`config.mk`:
```
export PLATFORM = sky130hd
export DESIGN_NAME = tiny_register_memory_alu_machine
export DESIGN_NICKNAME = d
export VERILOG_FILES = /design/src/design/trmam_pkg.sv /design/src/design/trmam_div.sv /design/src/design/trmam_dp.sv /design/src/design/trmam_ctrl.sv /design/src/design/tiny_register_memory_alu_machine.sv
export SDC_FILE = /design/constraint.sdc
export NUM_CORES = 1
export LEC_CHECK = 0
export ABC_AREA = 1
export BUFFER_PORTS_ARGS = -buffer_cell sky130_fd_sc_hd__buf_4
export CAP_MARGIN = 20
export CORE_UTILIZATION = 55
export CTS_CLUSTER_DIAMETER = 60
export DETAILED_ROUTE_END_ITERATION = 12
export PLACE_DENSITY = 0.83
export SYNTH_ARGS = -nofsm -noshare
export SYNTH_HDL_FRONTEND = slang
export SYNTH_SLANG_ARGS = --single-unit
```
`constraint.sdc`:
```
create_clock -name clk_i -period 4.6 [get_ports clk_i]
set_clock_uncertainty 0.15 [all_clocks]
set_input_delay 0.69 -clock clk_i [delete_from_list [all_inputs] [get_ports clk_i]]
set_output_delay 0.69 -clock clk_i [all_outputs]
set_load 0.05 [all_outputs]
```
`src/design/trmam_pkg.sv`:
```
// shared types, codes and constants of the register/memory alu machine
`timescale 1ns / 1ps
package trmam_pkg;

  localparam int NUM_REGISTERS_DEF    = 4;
  localparam int NUM_MEMORY_WORDS_DEF = 8;

  localparam int DATA_W = 8;
  localparam int RES_W  = 17;
  localparam int IDX_W  = 4;
  localparam int IMM_W  = 16;
  localparam int ACT_W  = 4;
  localparam int ERR_W  = 3;

  localparam logic signed [RES_W-1:0] BYTE_MAX = 17'sd127;
  localparam logic signed [RES_W-1:0] BYTE_MIN = -17'sd128;

  typedef enum logic [ACT_W-1:0] {
    ACT_LDI  = 4'd0,
    ACT_READ = 4'd1,
    ACT_MOVE = 4'd2,
    ACT_ADD  = 4'd3,
    ACT_SUB  = 4'd4,
    ACT_MUL  = 4'd5,
    ACT_DIV  = 4'd6,
    ACT_MOD  = 4'd7,
    ACT_CMP  = 4'd8
  } action_e;

  typedef enum logic [ERR_W-1:0] {
    ERR_OK   = 3'd0,
    ERR_LOC  = 3'd1,
    ERR_M2M  = 3'd2,
    ERR_ZERO = 3'd3,
    ERR_DIV0 = 3'd4,
    ERR_COMP = 3'd5
  } err_e;

  typedef struct packed {
    logic load;
    logic fetch;
    logic exec;
    logic div_start;
    logic commit;
  } ctrl_cmd_t;

  typedef struct packed {
    logic div_req;
    logic div_done;
  } dp_sts_t;

endpackage

```
`src/design/trmam_div.sv`:
```
// iterative signed 8-bit divider, one quotient bit per cycle
`timescale 1ns / 1ps
module trmam_div (
  input  logic                                 clk_i,
  input  logic                                 rst_ni,
  input  logic                                 start_i,
  input  logic signed [trmam_pkg::DATA_W-1:0]  dividend_i,
  input  logic signed [trmam_pkg::DATA_W-1:0]  divisor_i,
  output logic                                 done_o,
  output logic signed [trmam_pkg::DATA_W:0]    quotient_o,
  output logic signed [trmam_pkg::DATA_W-1:0]  remainder_o
);
  import trmam_pkg::*;

  localparam int CntW = $clog2(DATA_W + 1);

  logic                busy_q, busy_d;
  logic                done_q, done_d;
  logic [CntW-1:0]     cnt_q, cnt_d;
  logic [DATA_W-1:0]   quo_q, rem_q, dvs_q;
  logic                qneg_q, rneg_q;
  logic [DATA_W:0]     shifted;
  logic [DATA_W:0]     diff;
  logic                ge;
  logic [DATA_W:0]     qmag;

  assign shifted = {rem_q, quo_q[DATA_W-1]};
  assign diff    = shifted - {1'b0, dvs_q};
  assign ge      = shifted >= {1'b0, dvs_q};

  always_comb begin
    busy_d = busy_q;
    cnt_d  = cnt_q;
    done_d = 1'b0;
    if (start_i) begin
      busy_d = 1'b1;
      cnt_d  = CntW'(DATA_W);
    end else if (busy_q) begin
      cnt_d = cnt_q - CntW'(1);
      if (cnt_q == CntW'(1)) begin
        busy_d = 1'b0;
        done_d = 1'b1;
      end
    end
  end

  always_ff @(posedge clk_i or negedge rst_ni) begin
    if (!rst_ni) begin
      busy_q <= 1'b0;
      done_q <= 1'b0;
      cnt_q  <= '0;
    end else begin
      busy_q <= busy_d;
      done_q <= done_d;
      cnt_q  <= cnt_d;
    end
  end

  always_ff @(posedge clk_i) begin
    if (start_i) begin
      quo_q  <= dividend_i[DATA_W-1] ? DATA_W'(-dividend_i) : DATA_W'(dividend_i);
      dvs_q  <= divisor_i[DATA_W-1] ? DATA_W'(-divisor_i) : DATA_W'(divisor_i);
      rem_q  <= '0;
      qneg_q <= dividend_i[DATA_W-1] ^ divisor_i[DATA_W-1];
      rneg_q <= dividend_i[DATA_W-1];
    end else if (busy_q) begin
      rem_q <= ge ? diff[DATA_W-1:0] : shifted[DATA_W-1:0];
      quo_q <= {quo_q[DATA_W-2:0], ge};
    end
  end

  assign qmag        = {1'b0, quo_q};
  assign quotient_o  = qneg_q ? -$signed(qmag) : $signed(qmag);
  assign remainder_o = rneg_q ? -$signed(rem_q) : $signed(rem_q);
  assign done_o      = done_q;

endmodule

```
`src/design/trmam_dp.sv`:
```
// datapath: instruction latch, register file, data memory, alu, flags and result register
`timescale 1ns / 1ps
module trmam_dp #(
  parameter int NumRegisters   = trmam_pkg::NUM_REGISTERS_DEF,
  parameter int NumMemoryWords = trmam_pkg::NUM_MEMORY_WORDS_DEF
) (
  input  logic                                clk_i,
  input  logic                                rst_ni,
  input  trmam_pkg::ctrl_cmd_t                cmd_i,
  output trmam_pkg::dp_sts_t                  sts_o,
  input  logic [trmam_pkg::ACT_W-1:0]         action_i,
  input  logic                                first_in_memory_i,
  input  logic [trmam_pkg::IDX_W-1:0]         first_index_i,
  input  logic                                second_in_memory_i,
  input  logic [trmam_pkg::IDX_W-1:0]         second_index_i,
  input  logic signed [trmam_pkg::IMM_W-1:0]  immediate_i,
  output logic signed [trmam_pkg::DATA_W-1:0] read_value_o,
  output logic                                zero_flag_o,
  output logic                                sign_flag_o,
  output logic                                overflow_flag_o,
  output logic [trmam_pkg::ERR_W-1:0]         error_code_o
);
  import trmam_pkg::*;

  localparam int RegAw = (NumRegisters > 1) ? $clog2(NumRegisters) : 1;
  localparam int MemAw = (NumMemoryWords > 1) ? $clog2(NumMemoryWords) : 1;

  // latched transaction
  logic [ACT_W-1:0]         act_q;
  logic                     fm_q, sm_q;
  logic [IDX_W-1:0]         fi_q, si_q;
  logic signed [IMM_W-1:0]  imm_q;

  // storage
  logic [DATA_W-1:0]        rf_q  [NumRegisters];
  logic [DATA_W-1:0]        mem_q [NumMemoryWords];
  logic [NumRegisters-1:0]  rf_vld_q;
  logic [NumMemoryWords-1:0] mem_vld_q;

  // operands and results
  logic signed [DATA_W-1:0] a_q, b_q;
  logic signed [RES_W-1:0]  res_q, alu_d;
  logic signed [2*DATA_W-1:0] mul;
  logic signed [DATA_W:0]   quo;
  logic signed [DATA_W-1:0] rem;
  logic                     div_done;

  logic                     zf_q, sf_q, of_q, zf_d, sf_d, of_d;
  logic signed [DATA_W-1:0] rv_q, rv_d;
  err_e                     err_q, err;

  logic f_reg_ok, f_mem_ok, s_reg_ok, s_mem_ok, f_ok, s_ok, ok;
  err_e pair_err;

  logic              wr_en, wr_mem;
  logic [IDX_W-1:0]  wr_idx;
  logic [DATA_W-1:0] wr_data;
  logic              rf_we, mem_we;

  always_ff @(posedge clk_i) begin
    if (cmd_i.load) begin
      act_q <= action_i;
      fm_q  <= first_in_memory_i;
      fi_q  <= first_index_i;
      sm_q  <= second_in_memory_i;
      si_q  <= second_index_i;
      imm_q <= immediate_i;
    end
  end

  assign f_reg_ok = {1'b0, fi_q} < (IDX_W+1)'(NumRegisters);
  assign f_mem_ok = {1'b0, fi_q} < (IDX_W+1)'(NumMemoryWords);
  assign s_reg_ok = {1'b0, si_q} < (IDX_W+1)'(NumRegisters);
  assign s_mem_ok = {1'b0, si_q} < (IDX_W+1)'(NumMemoryWords);
  assign f_ok     = fm_q ? f_mem_ok : f_reg_ok;
  assign s_ok     = sm_q ? s_mem_ok : s_reg_ok;

  // operand fetch, unwritten entries read as zero
  always_ff @(posedge clk_i) begin
    if (cmd_i.fetch) begin
      if (fm_q) begin
        a_q <= (f_mem_ok && mem_vld_q[fi_q[MemAw-1:0]]) ? mem_q[fi_q[MemAw-1:0]] : '0;
      end else begin
        a_q <= (f_reg_ok && rf_vld_q[fi_q[RegAw-1:0]]) ? rf_q[fi_q[RegAw-1:0]] : '0;
      end
      if (sm_q) begin
        b_q <= (s_mem_ok && mem_vld_q[si_q[MemAw-1:0]]) ? mem_q[si_q[MemAw-1:0]] : '0;
      end else begin
        b_q <= (s_reg_ok && rf_vld_q[si_q[RegAw-1:0]]) ? rf_q[si_q[RegAw-1:0]] : '0;
      end
    end
  end

  // error decode
  always_comb begin
    if (!f_ok) begin
      pair_err = ERR_LOC;
    end else if (fm_q && sm_q) begin
      pair_err = ERR_M2M;
    end else if (!s_ok) begin
      pair_err = ERR_LOC;
    end else begin
      pair_err = ERR_OK;
    end
  end

  always_comb begin
    err = ERR_OK;
    unique case (act_q) inside
      ACT_LDI: begin
        if (imm_q == '0) begin
          err = ERR_ZERO;
        end else if (!f_ok) begin
          err = ERR_LOC;
        end
      end
      ACT_READ: begin
        if (!f_ok) begin
          err = ERR_LOC;
        end
      end
      ACT_MOVE, ACT_ADD, ACT_SUB, ACT_MUL: begin
        err = pair_err;
      end
      ACT_DIV, ACT_MOD: begin
        if (pair_err != ERR_OK) begin
          err = pair_err;
        end else if (b_q == '0) begin
          err = ERR_DIV0;
        end
      end
      ACT_CMP: begin
        if (fm_q || sm_q || !f_reg_ok || !s_reg_ok) begin
          err = ERR_COMP;
        end
      end
      default: begin
        err = ERR_LOC;
      end
    endcase
  end

  assign ok = (err == ERR_OK);

  // alu
  assign mul = (2*DATA_W)'(a_q) * (2*DATA_W)'(b_q);

  always_comb begin
    unique case (act_q) inside
      ACT_ADD: alu_d = RES_W'(a_q) + RES_W'(b_q);
      ACT_SUB: alu_d = RES_W'(b_q) - RES_W'(a_q);
      ACT_MUL: alu_d = RES_W'(mul);
      default: alu_d = '0;
    endcase
  end

  trmam_div u_div (
    .clk_i       (clk_i),
    .rst_ni      (rst_ni),
    .start_i     (cmd_i.div_start),
    .dividend_i  (a_q),
    .divisor_i   (b_q),
    .done_o      (div_done),
    .quotient_o  (quo),
    .remainder_o (rem)
  );

  always_ff @(posedge clk_i) begin
    if (div_done) begin
      res_q <= (act_q == ACT_DIV) ? RES_W'(quo) : RES_W'(rem);
    end else if (cmd_i.exec) begin
      res_q <= alu_d;
    end
  end

  assign sts_o.div_req  = ((act_q == ACT_DIV) || (act_q == ACT_MOD)) && ok;
  assign sts_o.div_done = div_done;

  // store write
  always_comb begin
    wr_en   = 1'b0;
    wr_mem  = 1'b0;
    wr_idx  = '0;
    wr_data = '0;
    unique case (act_q) inside
      ACT_LDI: begin
        wr_en   = ok;
        wr_mem  = fm_q;
        wr_idx  = fi_q;
        wr_data = imm_q[DATA_W-1:0];
      end
      ACT_MOVE: begin
        wr_en   = ok;
        wr_mem  = sm_q;
        wr_idx  = si_q;
        wr_data = a_q;
      end
      ACT_ADD, ACT_SUB, ACT_MUL, ACT_DIV, ACT_MOD: begin
        wr_en   = ok;
        wr_data = res_q[DATA_W-1:0];
      end
      default: begin
        wr_en = 1'b0;
      end
    endcase
  end

  assign rf_we  = cmd_i.commit && wr_en && !wr_mem;
  assign mem_we = cmd_i.commit && wr_en && wr_mem;

  always_ff @(posedge clk_i) begin
    if (rf_we) begin
      rf_q[wr_idx[RegAw-1:0]] <= wr_data;
    end
    if (mem_we) begin
      mem_q[wr_idx[MemAw-1:0]] <= wr_data;
    end
  end

  always_ff @(posedge clk_i or negedge rst_ni) begin
    if (!rst_ni) begin
      rf_vld_q  <= '0;
      mem_vld_q <= '0;
    end else begin
      if (rf_we) begin
        rf_vld_q[wr_idx[RegAw-1:0]] <= 1'b1;
      end
      if (mem_we) begin
        mem_vld_q[wr_idx[MemAw-1:0]] <= 1'b1;
      end
    end
  end

  // flags and read value
  always_comb begin
    zf_d = zf_q;
    sf_d = sf_q;
    of_d = of_q;
    unique case (act_q) inside
      ACT_LDI: begin
        zf_d = 1'b0;
        sf_d = ok && imm_q[IMM_W-1];
        of_d = ok && ((imm_q > IMM_W'(BYTE_MAX)) || (imm_q < IMM_W'(BYTE_MIN)));
      end
      ACT_ADD, ACT_SUB, ACT_MUL, ACT_DIV, ACT_MOD: begin
        zf_d = ok && (res_q == '0);
        sf_d = ok && res_q[RES_W-1];
        of_d = ok && ((res_q > BYTE_MAX) || (res_q < BYTE_MIN));
      end
      ACT_CMP: begin
        zf_d = ok && (a_q == b_q);
        sf_d = ok && (a_q > b_q);
        of_d = 1'b0;
      end
      default: begin
        zf_d = zf_q;
      end
    endcase
  end

  assign rv_d = ((act_q == ACT_READ) && ok) ? a_q : '0;

  always_ff @(posedge clk_i or negedge rst_ni) begin
    if (!rst_ni) begin
      zf_q <= 1'b0;
      sf_q <= 1'b0;
      of_q <= 1'b0;
    end else if (cmd_i.commit) begin
      zf_q <= zf_d;
      sf_q <= sf_d;
      of_q <= of_d;
    end
  end

  always_ff @(posedge clk_i) begin
    if (cmd_i.commit) begin
      rv_q  <= rv_d;
      err_q <= err;
    end
  end

  assign read_value_o    = rv_q;
  assign zero_flag_o     = zf_q;
  assign sign_flag_o     = sf_q;
  assign overflow_flag_o = of_q;
  assign error_code_o    = err_q;

endmodule

```
`src/design/trmam_ctrl.sv`:
```
// controller state machine and output valid register
`timescale 1ns / 1ps
module trmam_ctrl (
  input  logic                  clk_i,
  input  logic                  rst_ni,
  input  logic                  in_valid_i,
  output logic                  in_ready_o,
  output logic                  out_valid_o,
  input  logic                  out_ready_i,
  output trmam_pkg::ctrl_cmd_t  cmd_o,
  input  trmam_pkg::dp_sts_t    sts_i
);
  import trmam_pkg::*;

  typedef enum logic [4:0] {
    S_IDLE  = 5'b00001,
    S_FETCH = 5'b00010,
    S_EXEC  = 5'b00100,
    S_DIV   = 5'b01000,
    S_WB    = 5'b10000
  } state_e;

  state_e state_q, state_d;
  logic   out_valid_q, out_valid_d;
  logic   commit;

  assign in_ready_o = (state_q == S_IDLE);
  assign commit     = (state_q == S_WB) && (!out_valid_q || out_ready_i);

  always_comb begin
    state_d = state_q;
    unique case (state_q)
      S_IDLE: begin
        if (in_valid_i) begin
          state_d = S_FETCH;
        end
      end
      S_FETCH: begin
        state_d = S_EXEC;
      end
      S_EXEC: begin
        state_d = sts_i.div_req ? S_DIV : S_WB;
      end
      S_DIV: begin
        if (sts_i.div_done) begin
          state_d = S_WB;
        end
      end
      S_WB: begin
        if (commit) begin
          state_d = S_IDLE;
        end
      end
      default: begin
        state_d = S_IDLE;
      end
    endcase
  end

  assign out_valid_d = commit || (out_valid_q && !out_ready_i);

  always_ff @(posedge clk_i or negedge rst_ni) begin
    if (!rst_ni) begin
      state_q     <= S_IDLE;
      out_valid_q <= 1'b0;
    end else begin
      state_q     <= state_d;
      out_valid_q <= out_valid_d;
    end
  end

  assign cmd_o.load      = in_valid_i && in_ready_o;
  assign cmd_o.fetch     = (state_q == S_FETCH);
  assign cmd_o.exec      = (state_q == S_EXEC);
  assign cmd_o.div_start = (state_q == S_EXEC) && sts_i.div_req;
  assign cmd_o.commit    = commit;
  assign out_valid_o     = out_valid_q;

endmodule

```
`src/design/tiny_register_memory_alu_machine.sv`:
```
// top level of the register/memory alu machine
`timescale 1ns / 1ps
// One decoded instruction per input transaction, one result transaction per
// instruction. Instructions run one at a time through fetch, execute and
// writeback; div and mod add a divide state in which the 8-step
// shift-subtract divider produces one quotient bit per cycle. A new
// instruction is accepted the cycle after the previous one has moved into the
// output register, even if that result is not yet taken; writeback stalls
// only while the output register is still full. Registers, memory bytes and
// flags read as zero after reset; no clearing pass is run.
module tiny_register_memory_alu_machine #(
  parameter int NumRegisters   = trmam_pkg::NUM_REGISTERS_DEF,
  parameter int NumMemoryWords = trmam_pkg::NUM_MEMORY_WORDS_DEF
) (
  input  logic                                clk_i,
  input  logic                                rst_ni,
  input  logic                                in_valid_i,
  output logic                                in_ready_o,
  input  logic [trmam_pkg::ACT_W-1:0]         action_i,
  input  logic                                first_in_memory_i,
  input  logic [trmam_pkg::IDX_W-1:0]         first_index_i,
  input  logic                                second_in_memory_i,
  input  logic [trmam_pkg::IDX_W-1:0]         second_index_i,
  input  logic signed [trmam_pkg::IMM_W-1:0]  immediate_i,
  output logic                                out_valid_o,
  input  logic                                out_ready_i,
  output logic signed [trmam_pkg::DATA_W-1:0] read_value_o,
  output logic                                zero_flag_o,
  output logic                                sign_flag_o,
  output logic                                overflow_flag_o,
  output logic [trmam_pkg::ERR_W-1:0]         error_code_o
);
  import trmam_pkg::*;

  ctrl_cmd_t cmd;
  dp_sts_t   sts;

  trmam_ctrl u_ctrl (
    .clk_i       (clk_i),
    .rst_ni      (rst_ni),
    .in_valid_i  (in_valid_i),
    .in_ready_o  (in_ready_o),
    .out_valid_o (out_valid_o),
    .out_ready_i (out_ready_i),
    .cmd_o       (cmd),
    .sts_i       (sts)
  );

  trmam_dp #(
    .NumRegisters   (NumRegisters),
    .NumMemoryWords (NumMemoryWords)
  ) u_dp (
    .clk_i              (clk_i),
    .rst_ni             (rst_ni),
    .cmd_i              (cmd),
    .sts_o              (sts),
    .action_i           (action_i),
    .first_in_memory_i  (first_in_memory_i),
    .first_index_i      (first_index_i),
    .second_in_memory_i (second_in_memory_i),
    .second_index_i     (second_index_i),
    .immediate_i        (immediate_i),
    .read_value_o       (read_value_o),
    .zero_flag_o        (zero_flag_o),
    .sign_flag_o        (sign_flag_o),
    .overflow_flag_o    (overflow_flag_o),
    .error_code_o       (error_code_o)
  );

endmodule

```
# == After elaboration in Yosys (flattened, before gate mapping) ==
# Memory sizes are Yosys's and may differ from the RTL's. A register that Yosys moved wholly into a read port is not among the register bits.
# Index checks and enable logic that the tools add are counted.
# word_totals
regBits,127
ram_bits,96
inputBits,34
out_inout_bits,16
elab_cells,196
mem_count,2
# mem_list
name,words,word_bits,read_ports,rd_ports_with_merged_regs,write_ports,line_no,text
u_dp.mem_q,8,8,2,2,1,trmam_dp.sv:36,logic [DATA_W-1:0] mem_q [NumMemoryWords];
u_dp.rf_q,4,8,2,2,1,trmam_dp.sv:35,logic [DATA_W-1:0] rf_q [NumRegisters];
# op_classes
n_addsub,8
multipliers,1
order_cmp,18
eq_ne,18
mux,68
bitwise,3
n_reduce_logical,51
# op_table
op,n
two-way mux 8 bit,11
two-way mux 17 bit,3
case mux 17 bit (3 select lines),1
case mux 5 bit (5 select lines),1
two-way mux 3 bit,8
negation 8 bit,3
case mux 8 bit (3 select lines),1
logical AND 1 bit,23
two-way mux 1 bit,21
two-way mux 5 bit,4
"greater-than comparator 17 x 8 -> 1 bit, second input constant",1
logical NOT 17 bit,1
"< comparator 17 x 8 -> 1 bit, second input constant",1
"== test 4 x 3 -> 1 bit, second input constant",4
"greater-than comparator 16 x 8 -> 1 bit, second input constant",1
logical NOT 16 bit,1
"< comparator 16 x 8 -> 1 bit, second input constant",1
multiplier 8 x 8 -> 16 bit,1
case mux 3 bit (5 select lines),1
"< comparator 3 x 4 -> 1 bit, second input constant",3
adder 8 x 8 -> 9 bit,1
greater-or-equal comparator 9 x 8 -> 1 bit,1
"< comparator 2 x 3 -> 1 bit, second input constant",3
two-way mux 9 bit,1
other kinds (46),70

# == Logic depth before layout (Yosys ltp) ==
# depth
word_depth,14
depth_mapped,24
depth_no_buf,23

# == Modules after synthesis ==
# From an unflattened synthesis, not the netlist that was laid out.
# unflattened
hier_cells,1838
hier_area_um2,15403.5
# by_module_without_submodules
module,instances,cells_each,area_each_um2,seq_area_each_um2
trmam_dp,1,1464,12619.6,5570.3
trmam_div,1,322,2411.1,850.8
trmam_ctrl,1,52,372.9,151.4

# == Least setup slack after synthesis ==
# No wires, ideal clock.
# synth_timing
path_kind,reg2reg
from,register u_dp.b_q[7]
to,register u_dp.res_q[11] (data pin)
setup_ns,0.262
t_arrival_ns,4.256
required_time_ns,4.188
setup_slack_ns,-0.068
path_stages_with_launch,18
path_buffers,1
period_less_slack_ns,4.668
cell_sequence,edfxtp_1 -> inv_1 -> clkbuf_1 -> nor2_1 -> fa_1 -> fa_1 -> fa_1 -> inv_1 -> fa_1 -> inv_1 -> ha_1 -> a21oi_1 -> nand3_1 -> or2_2 -> nand3_1 -> nand2_1 -> nand2_1 -> nand2_1
# synth_between
elab_chain_len,4
word_cells_on_any_way,6
cone_classes,2 x add/sub; 1 x mul; 3 x mux
# synth_lines
item,line_no,text
"start, declared",trmam_dp.sv:41,"logic signed [DATA_W-1:0] a_q, b_q;"
"start signal, assigned",trmam_dp.sv:87,b_q <= (s_mem_ok && mem_vld_q[si_q[MemAw-1:0]]) ? mem_q[si_q[MemAw-1:0]] : '0;
"start signal, assigned",trmam_dp.sv:89,b_q <= (s_reg_ok && rf_vld_q[si_q[RegAw-1:0]]) ? rf_q[si_q[RegAw-1:0]] : '0;
multiplier 8 x 8 -> 16 bit (tied with other cells),trmam_dp.sv:146,assign mul = (2*DATA_W)'(a_q) * (2*DATA_W)'(b_q);
case mux 17 bit (3 select lines) (*),trmam_dp.sv:149,unique case (act_q) inside
two-way mux 17 bit (*),trmam_dp.sv:171,end else if (cmd_i.exec) begin
two-way mux 17 bit (*),trmam_dp.sv:169,if (div_done) begin
"end signal, assigned",trmam_dp.sv:170,res_q <= (act_q == ACT_DIV) ? RES_W'(quo) : RES_W'(rem);
"end signal, assigned",trmam_dp.sv:172,res_q <= alu_d;
"end, declared",trmam_dp.sv:42,"logic signed [RES_W-1:0] res_q, alu_d;"
# Every way passes the cells marked *; elsewhere a longest branch is shown, timed or not. The select of a mux whose other input is x is not followed.
# A chain may end at the register's enable or synchronous reset.

# == Final worst setup path ==
# layout_timing
from,register u_dp.a_q[4]
to,register u_dp.res_q[15] (data pin)
# layout_between
elab_chain_len,4
word_cells_on_any_way,6
cone_classes,2 x add/sub; 1 x mul; 3 x mux
# layout_lines
item,line_no,text
"start, declared",trmam_dp.sv:41,
"start signal, assigned",trmam_dp.sv:82,a_q <= (f_mem_ok && mem_vld_q[fi_q[MemAw-1:0]]) ? mem_q[fi_q[MemAw-1:0]] : '0;
"start signal, assigned",trmam_dp.sv:84,a_q <= (f_reg_ok && rf_vld_q[fi_q[RegAw-1:0]]) ? rf_q[fi_q[RegAw-1:0]] : '0;
multiplier 8 x 8 -> 16 bit (tied with other cells),trmam_dp.sv:146,
case mux 17 bit (3 select lines) (*),trmam_dp.sv:149,
two-way mux 17 bit (*),trmam_dp.sv:171,
two-way mux 17 bit (*),trmam_dp.sv:169,
# Marks and branches as above.

==> reports/metrics.yaml <==
timing.slew.headroom_pct: 25.3
ys_types: 53
p_comb_share_pct: 64.1
grt_use_total_pct: 29.1
place.gp.congestion: 0.955
io_buffers: 49
dr.pass1.iters: 5
cts_root_buf: "clkbuf_16"
cp.required_ns: 4.72
wl_per_cell_um: 18.7
rsz0062_at_grt: "true"
hold_end: "u_dp.imm_q[12]"
antenna_found_initial: 0
cap_viol_max_count: 0
postSynthAreaPerCell_um2: 8.49
diodes: 0
worst_pin_slew_ns: 1.12
multi_input_area_mm2: 0.00736
syn_area_mm2: 0.0152
crit_type: "flip-flop to flip-flop"
synth_nets: 1945
hold_viol: 0
drt_iter0_markers: 1536
synth_edf_count: 187
setup_viol: 0
slowest_stage: "fa_1"
drive_above_1_share_pct: 14.1
reg2reg_from: "u_dp.a_q[4]"
p_per_area_mw_per_mm2: 826
seq_area_frac_synth_pct: 43.1
report.final.slew_viol_count: 0
grt_max_degree: 67
nets: 2019
leakagePower_uw: 0.00792
cpLargestDelayFamily: "adder cells"
pwr-share-clk_pct: 14.7
path_buf_inv: 4
switching_share_pct: 47.7
reg2regPathDepth: 21
initial_core_util_pct: 56.4
layout_min_cycle_time_ns: 4.52
dr_total_vias: 13000
die_height_um: 168
die_w_um: 168
max_freq_mhz: 221
clock_latency_ns: 0.54
min_from: "immediate_i[12]"
path_cells: "ha_2 > inv_1 > fa_1 > inv_1 > fa_1 > fa_1 > inv_1 > fa_1 > inv_1 > ha_4 > nand2_1 > nand2_1 > nand3_2 > nand2_1 > nand2_1 > nand3_1 > nand3_1 > nand3_1 > nand2_1 > nand2_1 > nand2_1"
via_per_inst: 5.85
pin_count: 50
rows: 60
arrival_ns: 4.64
crit_path_max_fanout: 6
max-clock-path-buffers: 3
cp_slowest_stage_delay_ns: 0.55
syn2layout_area_growth_pct: 13.8
met3_usage_pct: 3.76
startpoint_type: "flip-flop"
critPathCaptureType: "flip-flop"
synth_warnings: 0
cts_buffers: 25
status: "finished, final reports clean"
dieArea_mm2: 0.0284
reg2reg_to: "u_dp.res_q[15]"
path_common_cell: "nand2_1"
p_int_uw: 7490
fin_crit_sh_pct: 98.3
grt-busiest-layer: "met2"
ir_drop_uv: 704
synthCells: 1794
n_fill_cell: 2098
hold_ws_ns: 0.171
place_area_mm2: 0.0161
core_area_mm2: 0.0270
clkSinkCount: 228
clk_pin_slew_ns: 0.06
grt_pass1_wl_um: 64800
seqCellArea_mm2: 0.00657
gr-total-overflow: 0
drtAntennaViolNets: 0
use_met1_pct: 37.5
worst_hold_path_type: "primary input to flip-flop"
seqPwrFrac_pct: 21.2
grt_pass1_vias: 12500
cts_tree: "done"
synthFlopType: "edfxtp_1"
drt-total-wl_um: 41800
min_path_cells: 1
ys_seq_elements: 228
p_sw_uw: 6830
regToRegSetupSlack_ns: 0.08
route.detailed.drc: 0
dp_hpwl_um: 29600
post-route-util_pct: 64.1
final_area_mm2: 0.0173
use_met2_pct: 50.8
async_reset_ff_share_pct: 11.8
htree_levels: 1
## logic make-up after synthesis
family | after synthesis | share of synthesized area [%]
fa+ha+maj | 117 | 12.5
compound gates | 367 | 14.0
flops | 228 | 43.1
buf+inv | 396 | 10.0
simple gates | 661 | 18.9
xor+xnor | 25 | 1.44
## cell type report
cell class | instances | share of cell area [%]
repair buffers | 112 | 5.07
inverters | 331 | 7.17
clock inverters | 15 | 1.15
multi-input cells | 1170 | 42.4
well taps | 341 | 2.46
clock buffers | 31 | 3.80
flip-flops and latches | 228 | 37.9
## cell usage after synthesis, types with 3 or more instances
cell / instances / area [um2]
buf_1: 4 / 15.0
nor3_1: 19 / 95.1
o21bai_2: 4 / 45.0
xor2_1: 16 / 140
o22ai_1: 16 / 100
clkinv_1: 3 / 11.3
buf_2: 12 / 60.1
nand2_1: 339 / 1270
nand2_2: 10 / 62.6
nand4_1: 31 / 194
nand3_1: 81 / 405
a32oi_1: 3 / 26.3
o21ai_2: 13 / 114
nor2_4: 4 / 45.0
ha_1: 59 / 738
clkbuf_1: 46 / 173
nand2_4: 3 / 33.8
o22ai_2: 4 / 50.1
o31ai_1: 3 / 22.5
dfrtp_1: 26 / 651
fa_1: 58 / 1160
nor2_1: 153 / 574
o21bai_1: 7 / 52.6
xnor2_1: 9 / 78.8
o21ai_0: 160 / 801
buf_6: 3 / 33.8
dfxtp_1: 14 / 280
edfxtp_1: 187 / 5620
a21oi_1: 101 / 505
o211ai_1: 38 / 285
a211oi_1: 3 / 22.5
inv_1: 311 / 1170
nor4_1: 7 / 43.8
a31oi_1: 5 / 31.3
inv_2: 17 / 63.8
## through the flow
| step | power, uW | setup slack (ns) | setup TNS (ns) | instances |
|---|---|---|---|---|
| 4_1_cts | 12700 | -0.00789 | -0.00789 | 2211 |
| 5_1_grt | 15400 | -0.138 | -0.533 | 2228 |
| 3_3_place_gp | 10200 | 0.0733 | 0 | 2163 |
| 3_5_place_dp | 10500 | -0.0288 | -0.0288 | 2163 |
| 6_report | 14300 | 0.0773 | 0 | 2228 |
| 2_1_floorplan | 8370 | 0.0194 | 0 | 1794 |
## worst max-delay path by stage
stage / depth (start not counted) / startpoint / to
5_1_grt: 21 / u_dp.a_q[4] / u_dp.res_q[15]
3_3_place_gp: 20 / u_dp.b_q[4] / u_dp.res_q[14]
3_5_place_dp: 20 / u_dp.a_q[7] / u_dp.res_q[14]
2_1_floorplan: 21 / u_dp.a_q[7] / u_dp.res_q[14]
6_report: 21 / u_dp.a_q[4] / u_dp.res_q[15]
4_1_cts: 20 / u_dp.a_q[7] / u_dp.res_q[15]
## worst register-to-register path: stages (launching register included)
cell	delay, ns
edfxtp_1	0.45
ha_2	0.20
inv_1	0.06
fa_1	0.55
inv_1	0.06
fa_1	0.49
fa_1	0.50
inv_1	0.06
fa_1	0.54
inv_1	0.06
ha_4	0.29
nand2_1	0.05
nand2_1	0.10
nand3_2	0.09
nand2_1	0.10
nand2_1	0.08
nand3_1	0.10
nand3_1	0.08
nand3_1	0.07
nand2_1	0.05
nand2_1	0.05
nand2_1	0.06
## per-layer routing
layer / vias up / share of wire, %
li1: 6075 / -
met1: 6151 / 39
met2: 689 / 49
met3: 111 / 8.4
met4: 0 / 3.2
met5: - / 0
## power groups by stage
stage | registers (uW) | logic (uW) | clock network [uW]
6_report | 3040 | 9170 | 2100
4_1_cts | 3030 | 7550 | 2120
3_5_place_dp | 3070 | 7410 | 0
2_1_floorplan | 2970 | 5400 | 0
3_3_place_gp | 3060 | 7150 | 0
5_1_grt | 3060 | 10100 | 2190
## layout by cell type, fill, tap and decap left out, types with 4 or more instances in the layout
cell	Yosys	layout
nand2_1	339	333
inv_1	311	296
edfxtp_1	187	187
o21ai_0	160	159
nor2_1	153	149
buf_4	0	104
a21oi_1	101	99
nand3_1	81	76
fa_1	58	57
ha_1	59	47
o211ai_1	38	38
inv_2	17	32
nand4_1	31	31
dfrtp_1	26	26
clkbuf_16	0	25
nor3_1	19	18
nand2_2	10	16
o22ai_1	16	16
xor2_1	16	16
o21ai_2	13	14
dfxtp_1	14	14
ha_4	0	10
xnor2_1	9	9
clkinv_2	0	7
o21bai_1	7	6
nor4_1	7	6
buf_6	3	6
nor2_2	2	5
nor2_4	4	5
a31oi_1	5	5
nand3_2	0	5
o21bai_2	4	5
clkbuf_1	46	5
clkinv_1	3	4
o22ai_2	4	4
bufinv_16	0	4
## what timing repair did
| action | in CTS | in global routing |
|---|---|---|
| setup buffers | 1 | 13 |
| hold endpoints to repair | 26 | 0 |
| setup endpoints to repair | 3 | 8 |
| gates resized for setup | 2 | 56 |
| pin swaps | 1 | 38 |
| hold buffers | 1 | 0 |
## registers in the layout, summed over array words and instances (netlist names), 3 cells and up, named ones only
signal and flops:
u_dp.fi_q 4, u_dp.read_value_o 8, u_dp.si_q 4, u_dp.u_div.quo_q 8, u_dp.u_div.cnt_q 4, u_dp.rf_vld_q 4, u_dp.mem_q 64, u_dp.u_div.dvs_q 8
u_dp.b_q 8, u_dp.error_code_o 3, u_dp.rf_q 32, u_dp.mem_vld_q 8, u_dp.u_div.rem_q 8, u_ctrl.state_q 5, u_dp.a_q 8, u_dp.act_q 4
u_dp.imm_q 16, u_dp.res_q 16
Note: power is estimated with default switching activity, not from simulation.
